**src/fms_pkg.sv**
```systemverilog
// ============================================================================
// fms_pkg: shared constants and types
// Widths, codes and the scan step record used by the free map fit search.
// ============================================================================
`default_nettype none

package fms_pkg;

    localparam int MAP_CELLS = 1024;
    localparam int MAP_AW    = (MAP_CELLS > 1) ? $clog2(MAP_CELLS) : 1;
    localparam int CNT_W     = $clog2(MAP_CELLS + 1);

    localparam int STRAT_W    = 2;
    localparam int ADDR_W     = 16;
    localparam int REGION_W   = 11;
    localparam int REQ_W      = 11;
    localparam int IDX_W      = 10;
    localparam int CFG_IDX_W  = 2;
    localparam int CFG_DATA_W = 16;
    localparam int CMP_W      = (CNT_W > REQ_W) ? CNT_W : REQ_W;

    localparam logic [STRAT_W-1:0] STRAT_FIRST = 2'd0;
    localparam logic [STRAT_W-1:0] STRAT_BEST  = 2'd1;
    localparam logic [STRAT_W-1:0] STRAT_WORST = 2'd2;

    localparam logic [CFG_IDX_W-1:0] CFG_STRATEGY     = 2'd0;
    localparam logic [CFG_IDX_W-1:0] CFG_REGION_BASE  = 2'd1;
    localparam logic [CFG_IDX_W-1:0] CFG_REGION_CELLS = 2'd2;

    localparam logic FUNC_WRITE  = 1'b0;
    localparam logic FUNC_SEARCH = 1'b1;

    localparam logic [REGION_W-1:0] REGION_RESET = 11'd1024;

    typedef struct packed {
        logic              start;
        logic [REQ_W-1:0]  req;
        logic              valid;
        logic              free;
        logic [MAP_AW-1:0] idx;
    } fms_step_t;

endpackage

`default_nettype wire

```
**src/fms_if.sv**
```systemverilog
// ============================================================================
// fms_if: channel interfaces
// Valid/ready channels for search and write requests and for search results.
// ============================================================================
`default_nettype none

interface fms_in_if;
    logic                        valid;
    logic                        ready;
    logic                        func;
    logic [fms_pkg::IDX_W-1:0]   cell_index;
    logic                        cell_used;
    logic [fms_pkg::REQ_W-1:0]   request_cells;

    modport source (output valid, func, cell_index, cell_used, request_cells,
                    input ready);
    modport sink   (input valid, func, cell_index, cell_used, request_cells,
                    output ready);
endinterface

interface fms_out_if;
    logic                        valid;
    logic                        ready;
    logic                        found;
    logic [fms_pkg::ADDR_W-1:0]  run_address;

    modport source (output valid, found, run_address, input ready);
    modport sink   (input valid, found, run_address, output ready);
endinterface

`default_nettype wire

```
**src/free_map_fit_search_top.sv**
```systemverilog
// ============================================================================
// free_map_fit_search_top: allocation map with first, best and worst fit
// Holds one used/free bit per heap cell in a RAM and searches it for a run
// of free cells by the configured fit rule.
// ============================================================================
//
//   Port     Role     Transaction
//   -------  -------  ------------------------------------------------------
//   in_ch    sink     func, cell_index, cell_used, request_cells
//   out_ch   source   found, run_address (one per search, none per write)
//   cfg_*    write    cfg_index selects strategy, region_base, region_cells
//
// A search reads one map cell per cycle from the RAM port, covering
// min(region_cells, MAP_CELLS) cells, and passes the DRAIN, END and RESULT
// states before its result is loaded into the output register. After reset
// a clearing pass marks every cell free while in_ch.ready stays low. A
// finished search waits while the output register is still full.
//
`default_nettype none

module free_map_fit_search_top (
    input  wire logic                               clk,
    input  wire logic                               rst_n,
    input  wire logic                               cfg_we,
    input  wire logic [fms_pkg::CFG_IDX_W-1:0]      cfg_index,
    input  wire logic [fms_pkg::CFG_DATA_W-1:0]     cfg_wdata,
    fms_in_if.sink                                  in_ch,
    fms_out_if.source                               out_ch
);

    localparam logic [2:0] ST_CLEAR  = 3'd0;
    localparam logic [2:0] ST_IDLE   = 3'd1;
    localparam logic [2:0] ST_SCAN   = 3'd2;
    localparam logic [2:0] ST_DRAIN  = 3'd3;
    localparam logic [2:0] ST_END    = 3'd4;
    localparam logic [2:0] ST_RESULT = 3'd5;

    logic [2:0]                      state_reg, state_next;
    logic [fms_pkg::MAP_AW-1:0]      clr_cnt_reg, clr_cnt_next;
    logic [fms_pkg::CNT_W-1:0]       scan_cnt_reg, scan_cnt_next;
    logic                            rd_valid_reg, rd_valid_next;
    logic [fms_pkg::MAP_AW-1:0]      rd_idx_reg, rd_idx_next;
    logic [fms_pkg::STRAT_W-1:0]     strategy_reg;
    logic [fms_pkg::ADDR_W-1:0]      region_base_reg;
    logic [fms_pkg::REGION_W-1:0]    region_cells_reg;
    logic                            out_valid_reg, out_valid_next;
    logic                            found_reg, found_next;
    logic [fms_pkg::ADDR_W-1:0]      run_address_reg, run_address_next;

    logic [fms_pkg::CNT_W-1:0]       limit;
    logic                            in_accept;
    logic                            scan_more;
    logic                            ram_we;
    logic [fms_pkg::MAP_AW-1:0]      ram_addr;
    logic [0:0]                      ram_wdata;
    logic [0:0]                      ram_rdata;
    fms_pkg::fms_step_t              step;
    logic                            fit_found;
    logic [fms_pkg::MAP_AW-1:0]      fit_start;

    assign limit = (fms_pkg::CMP_W'(region_cells_reg) > fms_pkg::CMP_W'(fms_pkg::MAP_CELLS))
        ? fms_pkg::CNT_W'(fms_pkg::MAP_CELLS)
        : fms_pkg::CNT_W'(region_cells_reg);

    assign in_ch.ready = (state_reg == ST_IDLE);
    assign in_accept   = in_ch.valid && in_ch.ready;
    assign scan_more   = (scan_cnt_reg < limit);

    always_comb
    begin
        ram_we    = 1'b0;
        ram_wdata = 1'b0;
        ram_addr  = scan_cnt_reg[fms_pkg::MAP_AW-1:0];
        if (state_reg == ST_CLEAR)
        begin
            ram_we   = 1'b1;
            ram_addr = clr_cnt_reg;
        end
        else if (state_reg == ST_IDLE)
        begin
            ram_addr  = fms_pkg::MAP_AW'(in_ch.cell_index);
            ram_wdata = in_ch.cell_used;
            ram_we    = in_accept && (in_ch.func == fms_pkg::FUNC_WRITE) &&
                (fms_pkg::CMP_W'(in_ch.cell_index) < fms_pkg::CMP_W'(fms_pkg::MAP_CELLS));
        end
    end

    fms_ram #(
        .WIDTH (1),
        .DEPTH (fms_pkg::MAP_CELLS)
    ) u_map_ram (
        .clk   (clk),
        .we    (ram_we),
        .addr  (ram_addr),
        .wdata (ram_wdata),
        .rdata (ram_rdata)
    );

    always_comb
    begin
        step.start = in_accept && (in_ch.func == fms_pkg::FUNC_SEARCH);
        step.req   = in_ch.request_cells;
        step.valid = rd_valid_reg || (state_reg == ST_END);
        step.free  = rd_valid_reg && !ram_rdata[0];
        step.idx   = rd_idx_reg;
    end

    fms_fit u_fit (
        .clk        (clk),
        .rst_n      (rst_n),
        .step       (step),
        .strategy   (strategy_reg),
        .found      (fit_found),
        .best_start (fit_start)
    );

    always_comb
    begin
        state_next       = state_reg;
        clr_cnt_next     = clr_cnt_reg;
        scan_cnt_next    = scan_cnt_reg;
        rd_valid_next    = 1'b0;
        rd_idx_next      = rd_idx_reg;
        out_valid_next   = out_valid_reg && !out_ch.ready;
        found_next       = found_reg;
        run_address_next = run_address_reg;
        unique case (state_reg)
            ST_CLEAR:
            begin
                clr_cnt_next = clr_cnt_reg + 1'b1;
                if (clr_cnt_reg == fms_pkg::MAP_AW'(fms_pkg::MAP_CELLS - 1))
                begin
                    state_next = ST_IDLE;
                end
            end
            ST_IDLE:
            begin
                scan_cnt_next = '0;
                if (in_accept && (in_ch.func == fms_pkg::FUNC_SEARCH))
                begin
                    state_next = ST_SCAN;
                end
            end
            ST_SCAN:
            begin
                if (scan_more)
                begin
                    rd_valid_next = 1'b1;
                    rd_idx_next   = scan_cnt_reg[fms_pkg::MAP_AW-1:0];
                    scan_cnt_next = scan_cnt_reg + 1'b1;
                end
                else
                begin
                    state_next = ST_DRAIN;
                end
            end
            ST_DRAIN:
            begin
                state_next = ST_END;
            end
            ST_END:
            begin
                state_next = ST_RESULT;
            end
            ST_RESULT:
            begin
                if (!out_valid_reg || out_ch.ready)
                begin
                    out_valid_next   = 1'b1;
                    found_next       = fit_found;
                    run_address_next = fit_found
                        ? region_base_reg + fms_pkg::ADDR_W'(fit_start) : '0;
                    state_next       = ST_IDLE;
                end
            end
            default:
            begin
                state_next = ST_IDLE;
            end
        endcase
    end

    always_ff @(posedge clk or negedge rst_n)
    begin
        if (!rst_n)
        begin
            state_reg        <= ST_CLEAR;
            clr_cnt_reg      <= '0;
            scan_cnt_reg     <= '0;
            rd_valid_reg     <= 1'b0;
            out_valid_reg    <= 1'b0;
            strategy_reg     <= fms_pkg::STRAT_FIRST;
            region_base_reg  <= '0;
            region_cells_reg <= fms_pkg::REGION_RESET;
        end
        else
        begin
            state_reg     <= state_next;
            clr_cnt_reg   <= clr_cnt_next;
            scan_cnt_reg  <= scan_cnt_next;
            rd_valid_reg  <= rd_valid_next;
            out_valid_reg <= out_valid_next;
            if (cfg_we)
            begin
                unique case (cfg_index)
                    fms_pkg::CFG_STRATEGY:
                        strategy_reg <= cfg_wdata[fms_pkg::STRAT_W-1:0];
                    fms_pkg::CFG_REGION_BASE:
                        region_base_reg <= cfg_wdata[fms_pkg::ADDR_W-1:0];
                    fms_pkg::CFG_REGION_CELLS:
                        region_cells_reg <= cfg_wdata[fms_pkg::REGION_W-1:0];
                    default:
                    begin
                    end
                endcase
            end
        end
    end

    always_ff @(posedge clk)
    begin
        rd_idx_reg      <= rd_idx_next;
        found_reg       <= found_next;
        run_address_reg <= run_address_next;
    end

    assign out_ch.valid       = out_valid_reg;
    assign out_ch.found       = found_reg;
    assign out_ch.run_address = run_address_reg;

    a_no_write_in_scan: assert property (@(posedge clk) disable iff (!rst_n)
        (state_reg == ST_SCAN || state_reg == ST_DRAIN || state_reg == ST_END) |-> !ram_we)
        else $error("map written while a search is running");

    a_read_from_scan: assert property (@(posedge clk) disable iff (!rst_n)
        rd_valid_reg |-> $past(state_reg == ST_SCAN))
        else $error("read data marked valid outside the scan");

    a_scan_bound: assert property (@(posedge clk) disable iff (!rst_n)
        (state_reg == ST_SCAN) |-> (scan_cnt_reg <= limit))
        else $error("scan address ran past the region");

    a_empty_result: assert property (@(posedge clk) disable iff (!rst_n)
        (out_valid_reg && !found_reg) |-> (run_address_reg == '0))
        else $error("address given for a search that found nothing");

endmodule

`default_nettype wire

```
**src/fms_ram.sv**
```systemverilog
// ============================================================================
// fms_ram: generic single-port RAM
// One access per cycle, write or read, with registered read data.
// ============================================================================
`default_nettype none

module fms_ram #(
    parameter int WIDTH = 1,
    parameter int DEPTH = 1024
) (
    input  wire logic                     clk,
    input  wire logic                     we,
    input  wire logic [$clog2(DEPTH)-1:0] addr,
    input  wire logic [WIDTH-1:0]         wdata,
    output logic      [WIDTH-1:0]         rdata
);

    logic [WIDTH-1:0] mem [DEPTH];

    always_ff @(posedge clk)
    begin
        if (we)
        begin
            mem[addr] <= wdata;
        end
        rdata <= mem[addr];
    end

endmodule

`default_nettype wire

```
**src/fms_fit.sv**
```systemverilog
// ============================================================================
// fms_fit: free run tracker and fit selection
// Follows the stream of map cells, closes each free run at a used cell or at
// the end of the region, and keeps the run chosen by the fit rule.
// ============================================================================
`default_nettype none

module fms_fit (
    input  wire logic                            clk,
    input  wire logic                            rst_n,
    input  wire fms_pkg::fms_step_t              step,
    input  wire logic [fms_pkg::STRAT_W-1:0]     strategy,
    output logic                                 found,
    output logic      [fms_pkg::MAP_AW-1:0]      best_start
);

    logic [fms_pkg::CNT_W-1:0]  run_len_reg,    run_len_next;
    logic [fms_pkg::MAP_AW-1:0] run_start_reg,  run_start_next;
    logic [fms_pkg::CNT_W-1:0]  best_len_reg,   best_len_next;
    logic [fms_pkg::MAP_AW-1:0] best_start_reg, best_start_next;
    logic                       have_reg,       have_next;
    logic                       done_reg,       done_next;
    logic [fms_pkg::REQ_W-1:0]  req_reg,        req_next;
    logic                       adequate;

    assign adequate = (req_reg != '0) &&
        (fms_pkg::CMP_W'(run_len_reg) >= fms_pkg::CMP_W'(req_reg));

    always_comb
    begin
        run_len_next    = run_len_reg;
        run_start_next  = run_start_reg;
        best_len_next   = best_len_reg;
        best_start_next = best_start_reg;
        have_next       = have_reg;
        done_next       = done_reg;
        req_next        = req_reg;
        if (step.start)
        begin
            run_len_next    = '0;
            run_start_next  = '0;
            best_len_next   = '0;
            best_start_next = '0;
            have_next       = 1'b0;
            done_next       = 1'b0;
            req_next        = step.req;
        end
        else if (step.valid)
        begin
            if (step.free)
            begin
                if (run_len_reg == '0)
                begin
                    run_start_next = step.idx;
                end
                run_len_next = run_len_reg + 1'b1;
            end
            else
            begin
                if (!done_reg && adequate)
                begin
                    unique case (strategy)
                        fms_pkg::STRAT_BEST:
                        begin
                            if (!have_reg || (run_len_reg < best_len_reg))
                            begin
                                have_next       = 1'b1;
                                best_start_next = run_start_reg;
                                best_len_next   = run_len_reg;
                            end
                            if (fms_pkg::CMP_W'(run_len_reg) == fms_pkg::CMP_W'(req_reg))
                            begin
                                done_next = 1'b1;
                            end
                        end
                        fms_pkg::STRAT_WORST:
                        begin
                            if (!have_reg || (run_len_reg > best_len_reg))
                            begin
                                have_next       = 1'b1;
                                best_start_next = run_start_reg;
                                best_len_next   = run_len_reg;
                            end
                        end
                        default:
                        begin
                            have_next       = 1'b1;
                            best_start_next = run_start_reg;
                            best_len_next   = run_len_reg;
                            done_next       = 1'b1;
                        end
                    endcase
                end
                run_len_next = '0;
            end
        end
    end

    always_ff @(posedge clk or negedge rst_n)
    begin
        if (!rst_n)
        begin
            run_len_reg    <= '0;
            run_start_reg  <= '0;
            best_len_reg   <= '0;
            best_start_reg <= '0;
            have_reg       <= 1'b0;
            done_reg       <= 1'b0;
            req_reg        <= '0;
        end
        else
        begin
            run_len_reg    <= run_len_next;
            run_start_reg  <= run_start_next;
            best_len_reg   <= best_len_next;
            best_start_reg <= best_start_next;
            have_reg       <= have_next;
            done_reg       <= done_next;
            req_reg        <= req_next;
        end
    end

    assign found      = have_reg;
    assign best_start = best_start_reg;

    a_done_implies_have: assert property (@(posedge clk) disable iff (!rst_n)
        done_reg |-> have_reg)
        else $error("fit search finished without a chosen run");

    a_no_find_zero_req: assert property (@(posedge clk) disable iff (!rst_n)
        (req_reg == '0) |-> !have_reg)
        else $error("run chosen for a zero-size request");

    a_run_bounded: assert property (@(posedge clk) disable iff (!rst_n)
        fms_pkg::CMP_W'(run_len_reg) <= fms_pkg::CMP_W'(fms_pkg::MAP_CELLS))
        else $error("free run longer than the map");

endmodule

`default_nettype wire
```
**src/flat_wrapper.sv**
```systemverilog
// flat-port wrapper written by rule: the top's interface ports become plain ports
module free_map_fit_search_top_flat 
  (clk, rst_n, cfg_we, cfg_index, cfg_wdata, in_ch_valid, in_ch_func, in_ch_cell_index, in_ch_cell_used, in_ch_request_cells, in_ch_ready, out_ch_valid, out_ch_found, out_ch_run_address, out_ch_ready);
  fms_in_if in_ch_i ();
  fms_out_if out_ch_i ();
  input  wire logic clk;
  input  wire logic rst_n;
  input  wire logic cfg_we;
  input  wire logic [fms_pkg::CFG_IDX_W-1:0] cfg_index;
  input  wire logic [fms_pkg::CFG_DATA_W-1:0] cfg_wdata;
  input wire logic [$bits(in_ch_i.valid)-1:0] in_ch_valid;
  input wire logic [$bits(in_ch_i.func)-1:0] in_ch_func;
  input wire logic [$bits(in_ch_i.cell_index)-1:0] in_ch_cell_index;
  input wire logic [$bits(in_ch_i.cell_used)-1:0] in_ch_cell_used;
  input wire logic [$bits(in_ch_i.request_cells)-1:0] in_ch_request_cells;
  output wire logic [$bits(in_ch_i.ready)-1:0] in_ch_ready;
  output wire logic [$bits(out_ch_i.valid)-1:0] out_ch_valid;
  output wire logic [$bits(out_ch_i.found)-1:0] out_ch_found;
  output wire logic [$bits(out_ch_i.run_address)-1:0] out_ch_run_address;
  input wire logic [$bits(out_ch_i.ready)-1:0] out_ch_ready;
  assign in_ch_i.valid = in_ch_valid;
  assign in_ch_i.func = in_ch_func;
  assign in_ch_i.cell_index = in_ch_cell_index;
  assign in_ch_i.cell_used = in_ch_cell_used;
  assign in_ch_i.request_cells = in_ch_request_cells;
  assign in_ch_ready = in_ch_i.ready;
  assign out_ch_valid = out_ch_i.valid;
  assign out_ch_found = out_ch_i.found;
  assign out_ch_run_address = out_ch_i.run_address;
  assign out_ch_i.ready = out_ch_ready;
  free_map_fit_search_top u_core (.clk(clk), .rst_n(rst_n), .cfg_we(cfg_we), .cfg_index(cfg_index), .cfg_wdata(cfg_wdata), .in_ch(in_ch_i), .out_ch(out_ch_i));
endmodule
```
**config.mk**
```make
export PLATFORM = sky130hd
export DESIGN_NAME = free_map_fit_search_top_flat
export DESIGN_NICKNAME = d
export VERILOG_FILES = /design/src/fms_pkg.sv /design/src/fms_if.sv /design/src/free_map_fit_search_top.sv /design/src/fms_ram.sv /design/src/fms_fit.sv /design/src/flat_wrapper.sv
export SDC_FILE = /design/constraint.sdc
export NUM_CORES = 2
export LEC_CHECK = 0
export BUFFER_PORTS_ARGS = -buffer_cell sky130_fd_sc_hd__buf_2
export CAP_MARGIN = 30
export CORE_UTILIZATION = 45
export DETAILED_ROUTE_END_ITERATION = 8
export PLACE_DENSITY = 0.64
export SETUP_SLACK_MARGIN = 0.05
export SLEW_MARGIN = 40
export SYNTH_ARGS = -nofsm -noshare
export SYNTH_HDL_FRONTEND = slang
export SYNTH_SLANG_ARGS = --single-unit
export TNS_END_PERCENT = 20
```
**constraint.sdc**
```tcl
create_clock -name clk -period 15.5 [get_ports clk]
set_input_delay 0.775 -clock clk [delete_from_list [all_inputs] [get_ports clk]]
set_output_delay 0.775 -clock clk [all_outputs]
set_load 0.05 [all_outputs]
```
-- After elaboration in Yosys (flattened, before gate mapping)
Memory sizes are Yosys's and may differ from the RTL's. A register that Yosys moved wholly into a read port is not among the register bits.
Index checks and enable logic that the tools add are counted.
- RAM bits: 1024
- memories kept: 1
- input port bits: 46
- register bits after elaboration: 137
- memories (memory ; words ; width ; rd ports ; clocked after Yosys merged registers in ; write ports ; RTL line ; RTL):
    u_core.u_map_ram.mem ; 1024 ; 1 ; 1 ; 1 ; 1 ; fms_ram.sv:18 ; logic [WIDTH-1:0] mem [DEPTH];
- order comparisons: 5
- bitwise logic cells: 1
- reductions and logical operators: 35
- add/sub/neg operators: 4
- equal/unequal tests: 21
- mux-type cells: 54
- operators by type and width (operator ; count):
    two-way mux 11 bit ; 11
    two-way mux 10 bit ; 12
    case mux 11 bit (2 select lines) ; 2
    adder 11 x 1 -> 11 bit (second input constant) ; 2
    < comparator 11 bit ; 2
    two-way mux 1 bit ; 21
    case mux 10 bit (2 select lines) ; 1
    case mux 3 bit (6 select lines) ; 1
    adder 16 x 10 -> 16 bit ; 1
    two-way mux 3 bit ; 4
    AND reduction 2 bit ; 6
    == test 11 bit ; 1
    >= comparator 11 bit ; 1
    > comparator 11 bit ; 1
    > comparator 11 bit (second input constant) ; 1
    logical NOT 11 bit ; 1
    nonzero test 11 bit ; 1
    adder 10 x 1 -> 10 bit (second input constant) ; 1
    == test 10 bit (second input constant) ; 1
    AND reduction 5 bit ; 2
    nonzero test 2 bit ; 5
    != test 3 x 2 -> 1 bit (second input constant) ; 3
    != test 2 x 1 -> 1 bit (second input constant) ; 4
    logical AND 1 bit ; 7
    14 further kinds ; 28

-- Depth between registers and ports, before layout
- word-level depth: 8
- gate-level depth with buffers: 17

-- Cells and area by module
A second synthesis with hierarchy kept.
- cells, all modules: 4034
- area, all modules: 51518.2 um2
- modules (own cells, without submodules) (module ; cells an instance ; sequential area each (um2) ; instances ; area an instance (um2)):
    fms_ram ; 3369 ; 30769.5 ; 1 ; 44337.5
    free_map_fit_search_top ; 393 ; 2188.3 ; 1 ; 4289.1
    fms_fit ; 272 ; 1376.3 ; 1 ; 2891.5

-- Worst setup path after synthesis
No wires, ideal clock.
- path type: register to register
- from: register u_core.state_reg[2]
- to: memory u_core.u_map_ram.mem[0] (data pin)
- buffers on the path: 2
- cell stages (with the launch flop): 5
- data arrival time: 13994 ps
- path slack: -1392 ps
- path through: dfrtp_1 -> clkbuf_1 -> nor2_1 -> clkbuf_1 -> and3_1
- cells in the longest elaborated chain, start to end: 3
- ends and longest elaborated chain (what ; RTL line ; RTL):
    start, declared ; free_map_fit_search_top.sv:38 ; logic [2:0] state_reg, state_next;
    start signal, assigned ; free_map_fit_search_top.sv:198 ; state_reg <= state_next;
    == test 3 x 1 -> 1 bit ; free_map_fit_search_top.sv:79 ; else if (state_reg == ST_IDLE)
    two-way mux 1 bit ; free_map_fit_search_top.sv:79 ;
    two-way mux 1 bit * ; free_map_fit_search_top.sv:74 ; if (state_reg == ST_CLEAR)
    named net u_core.ram_wdata ; free_map_fit_search_top.sv:55 ; logic [0:0] ram_wdata;
    end, declared ; fms_ram.sv:18 ;
The timed path passes the listed nets; every way through them passes the cells marked *.

-- Worst setup path after layout
- from: register u_core.state_reg[2]
- to: register u_core.u_map_ram.rdata, read port of u_core.u_map_ram.mem
- cells in the longest elaborated chain, start to end: 3
- ends and longest elaborated chain (what ; RTL line ; RTL):
    == test 3 x 1 -> 1 bit ; free_map_fit_search_top.sv:79 ;
    two-way mux 10 bit ; free_map_fit_search_top.sv:79 ;
    two-way mux 10 bit * ; free_map_fit_search_top.sv:74 ;
    end, declared ; fms_ram.sv:15 ; output logic [WIDTH-1:0] rdata
Mark *: on every way between the ends. The rest lies on a longest branch, timed or not.
A chain may end at the register's enable or synchronous reset.

==> results.tsv <==
stage	metric	value	unit
floorplanning	Die Area	0.1153	sq mm
routing	DR WL/cell	24.23	um
yosys	Synth Area in Simple Gates	0.1849	
routing	via count	34760	
yosys	Post-Synth XOR/XNOR Area	0.004270	
clocking	CTS tree	built	
setup_path	worst path buffer plus inverter count	3	
floorplanning	core area	0.1128	sq mm
yosys	Compound-Gate Fraction of Synth Area	0.03538	
place	GP Congestion	0.7972	
setup_path	CP dominant cell by count	buf_4	
setup_path	Worst setup SP type	register	
yosys	number of synthesized flops with an enable pin	1051	
yosys	post-synthesis sequential area ratio	0.6695	
yosys	total of warnings raised by yosys	0	
yosys	distinct cell type count after synthesis	57	
power_and_ir_drop	leakage	18.86	nW
floorplanning	IO Count	65	
yosys	adder-cell share of the synthesized area	0.01161	
finish	# diodes	0	
setup_path	worst path required time	16100	ps
power_and_ir_drop	Power Dens Cells	194.1	mW/mm^2
global_routing	global-route wire length before repair	210900	um
timing	setup slack after layout	9012	ps
yosys	post-synth top area cell	edfxtp_1	
clocking	cts bufs inserted	116	
timing	Final period util	0.4186	
timing	Slew Viols, Final	0	
finish	max FFs per register	1024	
place	Setup WS pre-CTS	8631	ps
timing	setup TNS	0	ps
routing	initial DRC count	4906	
clocking	CTS Hold Buffers Added	1	
setup_path	slowest cell on the critical path	nor4_1	
yosys	cell area after synthesis	0.05128	sq mm
global_routing	largest net degree at the start of global routing	151	
setup_path	top cell family by delay on the critical path	simple AND/OR/NAND/NOR gates	
yosys	largest family of logic cells by synthesized area	simple AND/OR/NAND/NOR gates	
clocking	worst-skew pair later-pin latency	740	ps
routing	first-pass iteration count of the detailed router	6	
routing	drt drc	0	
clocking	post-CTS setup buffer count	0	
global_routing	GRT overflow	0	
yosys	cells after synthesis	4382	
global_routing	All-Layer GR Usage	0.2444	
floorplanning	Die Wd	339.6	um
finish	area grow syn2layout	11.61	%
timing	Final Hold Vio Count	0	
clocking	cts repair resizes	0	
yosys	Post-synth top flop	edfxtp_1	
timing	Final min period	6489	ps
routing	DRT Wirelength	142900	um
finish	fillcell total	9744	
yosys	share of the synthesized area in the top cell type	0.6154	
clocking	CTS Buffer Depth	3	
yosys	Avg Cell Area, Syn	11.70	sq um
setup_path	max incr delay on CP	820	ps
timing	RSZ-0062 raised after global routing	no	
setup_path	Setup crit end kind	register	
place	post-detail-place hpwl	69720	um
global_routing	vias in the first global route	32930	
power_and_ir_drop	Tot Pwr	11.11	mW
setup_path	Crit Reg-Reg Startpoint	u_core.state_reg[2]	
finish	layout cells sized above 1	0.1274	
setup_path	critical path arrival	7080	ps
timing	Achievable Freq	154.1	MHz
yosys	Seq cells post-synth	1162	
yosys	syn nets	4475	
clocking	CTS clk-pin slew, worst paths	70	ps
worst_hold_path	worst hold start	in_ch_request_cells[0]	
setup_path	CP cell instances	or2_1, o21ai_4, buf_6, buf_4, buf_4, mux4_2, a22o_1, a221oi_1, a31oi_1, or4_1, nor4_1, nand4_1	
yosys	post-synthesis async set-or-reset flop share	0.09466	
routing	via/cell ratio	5.895	
yosys	post-synthesis mux area share	0.06144	
clocking	H-tree depth	3	
floorplanning	initial core utilization	0.4546	
finish	Final nets	4387	
setup_path	crit path from	u_core.state_reg[2]	
floorplanning	cell row count	123	
clocking	CTS sink count	1162	
worst_hold_path	worst min path class	in2reg	
routing	post-route ant nets	0	
place	Port-buffer cells	64	
clocking	Root Buffer	clkbuf_16	
yosys	Area contributors post-synth	edfxtp_1, nor2_1, dfrtp_1	
timing	Worst Tran Pin Value	941.1	ps
setup_path	crit path kind	reg2reg	
timing	final hold slack	227.8	ps
timing	Setup violations, final	0	
power_and_ir_drop	worst vdd ir	0.2002	mV
setup_path	Max FO, Critical Path	74	
global_routing	antenna violations before repair	1	
status	status	complete, no violations	
timing	Final Skew	75.35	ps
floorplanning	Die H	339.6	um
job	max-capacitance violation count	0	
timing	Slew headroom	0.3726	
[final cells by class]
| cell class | count | area [sq um] | share of cell area |
|---|---|---|---|
| Clock buffer | 146 | 3035 | 0.05303 |
| Timing Repair Buffer | 152 | 1181 | 0.02064 |
| Multi-Input combinational cell | 2809 | 15570 | 0.2721 |
| Tap cell | 1500 | 1877 | 0.03279 |
| Inverter | 53 | 198.9 | 0.003476 |
| Clock inverter | 74 | 1033 | 0.01806 |
| Sequential cell | 1162 | 34340 | 0.5999 |
[placed cells by master (no fill, tap or decap), types with 14 or more instances in the layout]
master,instances
nand4_1,35
nand2_2,46
nand3_1,373
ha_1,46
nor3_1,17
nor2_1,1082
clkinv_2,22
xnor2_1,14
clkbuf_1,28
inv_1,52
a31oi_1,32
a22o_1,28
edfxtp_1,1051
nand2_1,655
clkinv_1,16
and3_1,28
a22oi_1,40
a21oi_1,21
clkbuf_16,116
buf_4,66
buf_2,63
o21ai_0,59
mux4_2,119
dfrtp_1,108
mux2_2,32
bufinv_16,20
[layer usage]
metal | vias to the layer above | global-route usage | part of all wire
li1 | 15250 | - | -
met1 | 17540 | 0.3339 | 0.40
met2 | 1668 | 0.4008 | 0.48
met3 | 290 | 0.03948 | 0.093
met4 | 0 | 0.07789 | 0.032
met5 | - | 0 | 0
[tightest hold or removal path: cells and delay by family]
family        cells  cell delay (ps)
simple gates      2               90
buf+inv           1               70
[kinds of logic after synthesis]
| logic type | after synthesis |
|---|---|
| AO/OA/AOI/OAI | 266 |
| AND/OR/NAND/NOR | 2309 |
| flip-flops | 1162 |
| adder cells (fa/ha/maj) | 47 |
| multiplexers | 162 |
| XOR/XNOR | 25 |
| buffers and inverters | 411 |
[power breakdown]
| group | switching, mW | total [mW] | internal (mW) |
|---|---|---|---|
| combinational | 2.98 | 4.21 | 1.23 |
| clock | 1.25 | 2.99 | 1.73 |
| sequential | 0.0697 | 3.92 | 3.85 |
| total | 4.30 | 11.1 | 6.81 |
[Yosys cell counts, types with 7 or more instances]
library cell / number
o21ai_0: 60
nand4_1: 35
buf_4: 9
clkbuf_1: 263
mux4_2: 119
a22o_1: 28
buf_6: 8
xnor2_1: 14
nor2_1: 1090
edfxtp_1: 1051
a21oi_1: 23
a311oi_1: 9
nand3_1: 373
mux2_2: 32
inv_1: 52
a31oi_1: 32
and4_1: 7
xor2_1: 11
nor3_1: 26
a2111oi_0: 8
mux2i_1: 11
dfrtp_1: 109
nand2_1: 708
a21o_1: 10
and3_1: 29
ha_1: 46
buf_2: 41
buf_1: 37
nor2b_1: 11
a32oi_1: 8
a22oi_1: 40
o21a_1: 13
[final timing paths]
check,end,slack (ps),cells after the start
worst max-delay path,u_core.u_map_ram.rdata,9010,12
worst min-delay path,u_core.u_fit.req_reg[0],230,3
worst max register to register,u_core.u_map_ram.rdata,9010,12
worst min register to register,u_core.u_fit.run_start_reg[5],460,2
max in group asynchronous,u_core.state_reg[0],13860,3
min in group asynchronous,u_core.u_fit.req_reg[0],550,2
[per-stage QoR]
step / util / cell area, sq um / instances
final: 0.5074 / 57230 / 5896
after global routing: 0.5074 / 57230 / 5896
after CTS: 0.5065 / 57140 / 5892
after detailed placement: 0.4704 / 53060 / 5671
after global placement: 0.4684 / 52830 / 5667
after floorplan: - / 51280 / 4382
(Power assumes the default switching activity.)
